### config.mk
export PLATFORM = sky130hd
export DESIGN_NAME = map_ctrl
export DESIGN_NICKNAME = d
export VERILOG_FILES = /design/src/map_pkg.sv /design/src/map_ctrl.sv
export SDC_FILE = /design/constraint.sdc
export NUM_CORES = 1
export LEC_CHECK = 0
export BUFFER_PORTS_ARGS = -buffer_cell sky130_fd_sc_hd__buf_2
export CORE_AREA = 5 5 42 44
export CTS_BUF_LIST = sky130_fd_sc_hd__clkbuf_16
export DETAILED_ROUTE_END_ITERATION = 12
export DIE_AREA = 0 0 47 49
export PLACE_DENSITY_LB_ADDON = 0.08
export SYNTH_ARGS = -nofsm -noshare
export SYNTH_HDL_FRONTEND = slang
export SYNTH_SLANG_ARGS = --single-unit
### constraint.sdc
create_clock -name clk -period 1 [get_ports clk]
set_input_delay 0.15 -clock clk [delete_from_list [all_inputs] [get_ports clk]]
set_output_delay 0.15 -clock clk [all_outputs]
set_load 0.02 [all_outputs]
### src/map_pkg.sv
package map_pkg;

  localparam int COST_W    = 32;
  localparam int ACC_W     = 40;
  localparam int CFG_W     = 7;
  localparam int CFG_IDX_W = 1;
  localparam int IDX_W     = 6;

  localparam logic [ACC_W-1:0] COST_INF = {ACC_W{1'b1}};

  typedef enum logic [CFG_IDX_W-1:0] {
    REG_ROWS = 1'b0,
    REG_COLS = 1'b1
  } map_reg_t;

  typedef enum logic [1:0] {
    S_IDLE,
    S_CALC,
    S_FETCH,
    S_EMIT
  } map_state_t;

  // controller -> datapath
  typedef struct packed {
    logic load;   // capture cost, read column memory
    logic calc;   // update cell, write back, advance counters
    logic fetch;  // read decision bit of current path cell
    logic step;   // move path one column left, and one row up on a diagonal decision
  } map_cmd_t;

  // datapath -> controller
  typedef struct packed {
    logic last_cell;
    logic bt_done;
  } map_sts_t;

endpackage

### src/map_ctrl.sv
module map_ctrl
  import map_pkg::*;
(
  input  logic     clk,
  input  logic     rst_n,
  input  logic     in_valid,
  output logic     in_ready,
  output logic     out_valid,
  input  logic     out_ready,
  output map_cmd_t cmd,
  input  map_sts_t sts
);

  map_state_t state_r, state_nxt;

  always_ff @(posedge clk) begin
    if (!rst_n) begin
      state_r <= S_IDLE;
    end else begin
      state_r <= state_nxt;
    end
  end

  always_comb begin
    state_nxt = state_r;
    cmd       = '0;
    in_ready  = 1'b0;
    out_valid = 1'b0;
    unique case (state_r)
      S_IDLE: begin
        in_ready = 1'b1;
        if (in_valid) begin
          cmd.load  = 1'b1;
          state_nxt = S_CALC;
        end
      end
      S_CALC: begin
        cmd.calc  = 1'b1;
        state_nxt = sts.last_cell ? S_FETCH : S_IDLE;
      end
      S_FETCH: begin
        cmd.fetch = 1'b1;
        state_nxt = S_EMIT;
      end
      S_EMIT: begin
        out_valid = 1'b1;
        if (out_ready) begin
          cmd.step  = 1'b1;
          state_nxt = sts.bt_done ? S_IDLE : S_FETCH;
        end
      end
      default: state_nxt = S_IDLE;
    endcase
  end

endmodule

======== After elaboration in Yosys (flattened, before gate mapping) ========
Index checks and enable logic that the tools add are counted.
word-level totals
  flip-flop bits (word level) ............. 2
  bits of input ports ..................... 6
  output and inout bits ................... 6
  logic and storage cells ................. 21
cells by class
  eq/ne operators ......................... 5
  muxes and demuxes ....................... 13
  reductions and logical operators ........ 2
operators with widths
  kind                count
  $mux 1              8
  $mux 2              4
  $pmux 2 s4          1
  $eq 2x2->1 const B  2
  $ne 2x2->1 const B  2
  $eq 2x1->1 const B  1
  $logic_not 2->1     1
  $reduce_and 2->1    1

======== Logic depth before layout (Yosys ltp) ========
Gate-level depths: netlist (run 1).
  depth after elaboration ................. 3
  mapped depth ............................ 2
  mapped depth without buffers ............ 2

======== Worst setup path before layout (run 1) ========
No wires, ideal clock.
  path type ............................... register -> output
  from .................................... register state_r[1]
  to ...................................... output cmd[3] (netlist name)
  arrival ................................. 0.955 ns
  required time ........................... 0.850 ns
  setup slack ............................. -0.105 ns
  cell stages (with the launch flop) ...... 3
  path buffers ............................ 0
  path through ............................ dfxtp_1 > nor2_1 > and2_1
RTL lines
  element                 line            text
  start, declared         map_ctrl.sv:14  map_state_t state_r, state_nxt;
  start signal, assigned  map_ctrl.sv:20  state_r <= state_nxt;
  end, declared           map_ctrl.sv:10  output map_cmd_t cmd,

==> results.cfg, run 1 <==
[drt]
firstDrtPassIters = 2
drt_iter0_markers = 3
vias = 160
wl_um = 422
via_per_inst = 3.64
wl_per_cell_um = 9.59
drc = 0
ant_nets = 0

[yosys]
seq_area_frac_synth = 0.317
synth_edf_count = 0
ys_types = 12
yosysTopAreaCellShare = 0.317
avgSynthCellArea_um2 = 9.03
synth_area_um2 = 126
synthTopCellsByCount = and2_2, dfxtp_1
yosysWarnings = 0
ys_async_sr_fraction = 0
syn_inst = 14
syn-num-nets = 20
yosysTopAreaCell = dfxtp_1
ys.flop_type = dfxtp_1
synthTopCellsByArea = dfxtp_1, and2_2, a32o_1
synth_seq_cells = 2

[power]
ir_worst_vdd_uv = 887
p_int_uw = 651
p_seq_frac = 0.125
pwr-share-comb = 0.125
p_clk_frac = 0.750
powerDensity_nw_per_um2 = 2470
p_leak_nw = 0.148
swShare = 0.186
p_sw_uw = 148

[clocking]
post_cts_buffers = 0
cts.htree.levels = 1
insertion_delay_ps = 220
cts.sinks = 2
cts_made_buffers = 3
clk_pin_slew_ps = 30
cts_tree = yes
cts_root_buf = clkbuf_16
cts_buffer_depth = 2

[worst_setup_path]
r2r-start = state_r[0]
criticalPathCategory = reg2out
critPathMaxFanout = 7
path_cells = and2b_2, buf_6
slowest_delay_ps = 370
rrSetupSlack_ps = 130
slowest_stage = dfxtp_4
critPathArrivalTime_ps = 940
cp-end-kind = primary output
crit_required_ps = 850
worstRegToRegCells = 2
cp-start-kind = flip-flop
regToRegEndpoint = state_r[1]
crit_buf_inv = 1
critical_path.top_delay_family = flip-flops

[sta]
min_period_ps = 1090
rsz0062_at_grt = true
fin_crit_sh = 1.09
fin_ws_ps = -88.3
slew_violations = 0
fmax_ghz = 0.919
fin_skew_ps = 1.68
hold_viol = 0
relSlewSlack = 0.901
worst_slew_pin_slew_ps = 148
setup_viol = 5

[final_layout]
largest_reg_flops = 2
area_growth_pct = 156
finish.instance_area_um2 = 324
diodes = 0
top_register = state_r
final_util = 0.231
drive_above_1_share = 0.821
fin_nets = 36
reg_top3 = state_r (2)
fin_cells = 44

[floorplan]
die_h_um = 49
core_area_um2 = 1400
rows = 14
initial_core_util = 0.0902
die_area_um2 = 2300
io_pins = 12
die_w_um = 47

[place]
dpl_cell_area_um2 = 204
gp_congestion = 0.663
dp_cells = 41
portBuffers = 11

[worst_hold_path]
min_path_cells = 2
worstHoldStart = sts[1]
hold_path.class = in2reg
min_to = state_r[1]

[grt]
antenna_found_initial = 0
grt_max_degree = 9
overflow = 0
grt.total_usage = 0.0471
grt_pass1_wl_um = 717
grt_pass1_vias = 177

[outcome]
violations = negative setup slack
status = complete, but fails checks

[run]
cap_violations = 0
[worst reg2reg max path, stage by stage, from the launching register on]
cell     delay (ps)
dfxtp_4         350
nor2b_2         160
a32o_1          240
[logic make-up after synthesis]
logic type         count (synthesis)  share of synthesized area
AOI/OAI and AO/OA                  3                      0.198
and+or+nand+nor                    9                      0.485
DFF                                2                      0.317
[power by group through the flow]
stage	registers [mW]	clock network, mW	logic, mW
2_1_floorplan	0.0963	0	0.0485
3_5_place_dp	0.0997	0	0.0786
3_3_place_gp	0.0992	0	0.0795
6_report	0.0997	0.600	0.0998
4_1_cts	0.0983	0.614	0.0961
5_1_grt	0.102	0.622	0.109
[timing repair]
item | in CTS | in global routing
pin swaps | 1 | 0
hold buffers | 0 | 0
hold endpoints to repair | 0 | 0
endpoints found under the setup margin | 6 | 6
gates resized for setup | 14 | 2
gates cloned | 0 | 0
[cell type report]
class | count | area [um2]
Clock buffer | 3 | 75.1
Multi-Input combinational cell | 12 | 96.3
Fill cell | 168 | 1080
Sequential cell | 2 | 47.5
Tap cell | 16 | 20.0
Timing Repair Buffer | 11 | 85.1
[metal layers]
layer / up-vias / wire length, um / GRT usage
li1: 79 / - / -
met1: 65 / 169 / 0.0547
met2: 13 / 145 / 0.0520
met3: 3 / 81 / 0.0258
met4: 0 / 25 / 0.0553
met5: - / 0 / 0
[cells in the final DEF, fill, tap and decap left out]
cell type and instances:
nand3_1 1, and2_2 2, and3_2 1, buf_2 5, o21bai_1 1, a21boi_0 1
nand2b_1 1, clkbuf_16 3, a32o_1 1, dfxtp_4 2, buf_4 2, and2b_2 1
buf_6 4, nor2_4 1, and2_4 1, nor2b_2 1
[how the worst max path moves through the flow]
stage	start	end	cells past startpoint	slack (ps)
2_1_floorplan	state_r[1]	cmd[3]	2	6
4_1_cts	state_r[0]	cmd[3]	3	-90
5_1_grt	state_r[0]	cmd[1]	2	-120
3_5_place_dp	state_r[1]	cmd[0]	2	30
3_3_place_gp	state_r[1]	cmd[0]	2	40
6_report	state_r[0]	cmd[1]	2	-90
[stage by stage]
stage	hold WS [ps]	setup WS, ps	total power [mW]	setup TNS (ps)
4_1_cts	169	-91.0	0.808	-352
5_1_grt	182	-119	0.833	-501
6_report	174	-88.3	0.799	-323
2_1_floorplan	304	5.61	0.145	0
3_5_place_dp	398	33.3	0.178	0
3_3_place_gp	402	44.0	0.179	0
(Power assumes the default switching activity.)
==> inputs of run 2 (changes only) <==
--- a/config.mk
+++ b/config.mk
@@ -10,6 +10,7 @@
 export CTS_BUF_LIST = sky130_fd_sc_hd__clkbuf_16
 export DETAILED_ROUTE_END_ITERATION = 12
 export DIE_AREA = 0 0 47 49
+export MAX_ROUTING_LAYER = met4
 export PLACE_DENSITY_LB_ADDON = 0.08
 export SYNTH_ARGS = -nofsm -noshare
 export SYNTH_HDL_FRONTEND = slang
==> results.cfg, run 2 (same netlist as run 1, synthesis figures left out) <==
[outcome]
status = complete, but fails checks
violations = negative setup slack

[clocking]
post_cts_buffers = 0
cts_tree = yes
cts.htree.levels = 1
cts_root_buf = clkbuf_16
cts.sinks = 2
clk_pin_slew_ps = 30
hold_buffers = 0
cts_made_buffers = 3
insertion_delay_ps = 220
cts_buffer_depth = 2

[floorplan]
io_pins = 12
core_area_um2 = 1400
die_area_um2 = 2300
initial_core_util = 0.0902
die_w_um = 47
die_h_um = 49
rows = 14

[sta]
slew_violations = 0
setup_viol = 5
fin_skew_ps = 1.68
worst_slew_pin_slew_ps = 148
fin_crit_sh = 1.09
hold_viol = 0
min_period_ps = 1090
fmax_ghz = 0.919
relSlewSlack = 0.901
fin_ws_ps = -88.3
rsz0062_at_grt = true

[final_layout]
drive_above_1_share = 0.821
multi_input_area_um2 = 96.3
final_common_cell = buf_2
reg_top3 = state_r (2)
layout_common_cells = buf_2, buf_6, clkbuf_16
diodes = 0
regArea_um2 = 47.5
num-fill-cells = 168
largest_reg_flops = 2
final_util = 0.231
fin_nets = 36
top_register = state_r
area_growth_pct = 156

[grt]
grt_pass1_wl_um = 717
grt.total_usage = 0.0483
busiest_layer = met1
grt_max_degree = 9
globalRouteMet2Util = 0.0520
grtUsageMet3 = 0.0221
antenna_found_initial = 0
overflow = 0
use_met1 = 0.0569
grt_pass1_vias = 177

[worst_setup_path]
critPathMaxFanout = 7
rrSetupSlack_ps = 130
r2r-start = state_r[0]
crit_required_ps = 850
cp-start-kind = flip-flop
criticalPathCategory = reg2out
critPathArrivalTime_ps = 940
cp-end-kind = primary output
regToRegEndpoint = state_r[1]
worstRegToRegCells = 2

[worst_hold_path]
hold_path.class = in2reg
worstHoldStart = sts[1]
min_path_cells = 2
min_to = state_r[1]

[drt]
wl_per_cell_um = 9.59
ant_nets = 0
via_per_inst = 3.64
firstDrtPassIters = 2
vias = 160
drt_iter0_markers = 3
drc = 0
wl_um = 422

[place]
gp_congestion = 0.669
dp_slack_ps = 33.3
portBuffers = 11

[run]
cap_violations = 0

[power]
ir_worst_vdd_uv = 887
powerDensity_nw_per_um2 = 2470
p_leak_nw = 0.148
==> run 2: cell counts in the layout (fill, tap and decap cells not counted) <==
No cell type changed its count.
==> run 2: routing by layer <==
layer | wire (um) | up-vias
met4 | 25 | 0
li1 | - | 79
met1 | 175 | 65
met5 | 0 | -
met3 | 75 | 3
met2 | 145 | 13
==> run 2: report_power, final <==
part           internal [mW]  switching (mW)  leakage [nW]
clock network          0.509          0.0911        0.0370
registers             0.0866          0.0132        0.0178
logic                 0.0557          0.0441        0.0931
total                  0.651           0.148         0.148
==> run 2: timing repair <==
| item | 4_1_cts | 5_1_grt |
|---|---|---|
| resized for setup | 14 | 2 |
| endpoints found under the setup margin | 6 | 6 |
| pin swaps | 1 | 0 |
==> run 2: worst max-delay path, stage by stage, from the launching register on <==
cell and delay (ps):
dfxtp_4 370, and2b_2 230, buf_6 130
==> run 2: worst max path at each step <==
| stage | from | to |
|---|---|---|
| after floorplan | state_r[1] | cmd[3] |
| after global placement | state_r[1] | cmd[0] |
| after detailed placement | state_r[1] | cmd[0] |
| after CTS | state_r[0] | cmd[3] |
| after global routing | state_r[0] | cmd[1] |
| final | state_r[0] | cmd[1] |
==> run 2: cell type report <==
| cell class | count | share of cell area |
|---|---|---|
| clock buffers | 3 | 0.232 |
| well taps | 16 | 0.0618 |
| multi-input cells | 12 | 0.297 |
| repair buffers | 11 | 0.263 |
| flip-flops and latches | 2 | 0.147 |
==> run 2: metrics by stage <==
step / std cells / hold slack [ps] / setup TNS (ps) / total power [mW] / instance area, um2
2_1_floorplan: 14 / 304 / 0 / 0.145 / 129
3_5_place_dp: 41 / 398 / 0 / 0.178 / 204
4_1_cts: 44 / 169 / -352 / 0.808 / 317
5_1_grt: 44 / 182 / -501 / 0.833 / 324
6_report: 44 / 174 / -323 / 0.799 / 324
3_3_place_gp: 41 / 402 / 0 / 0.179 / 204
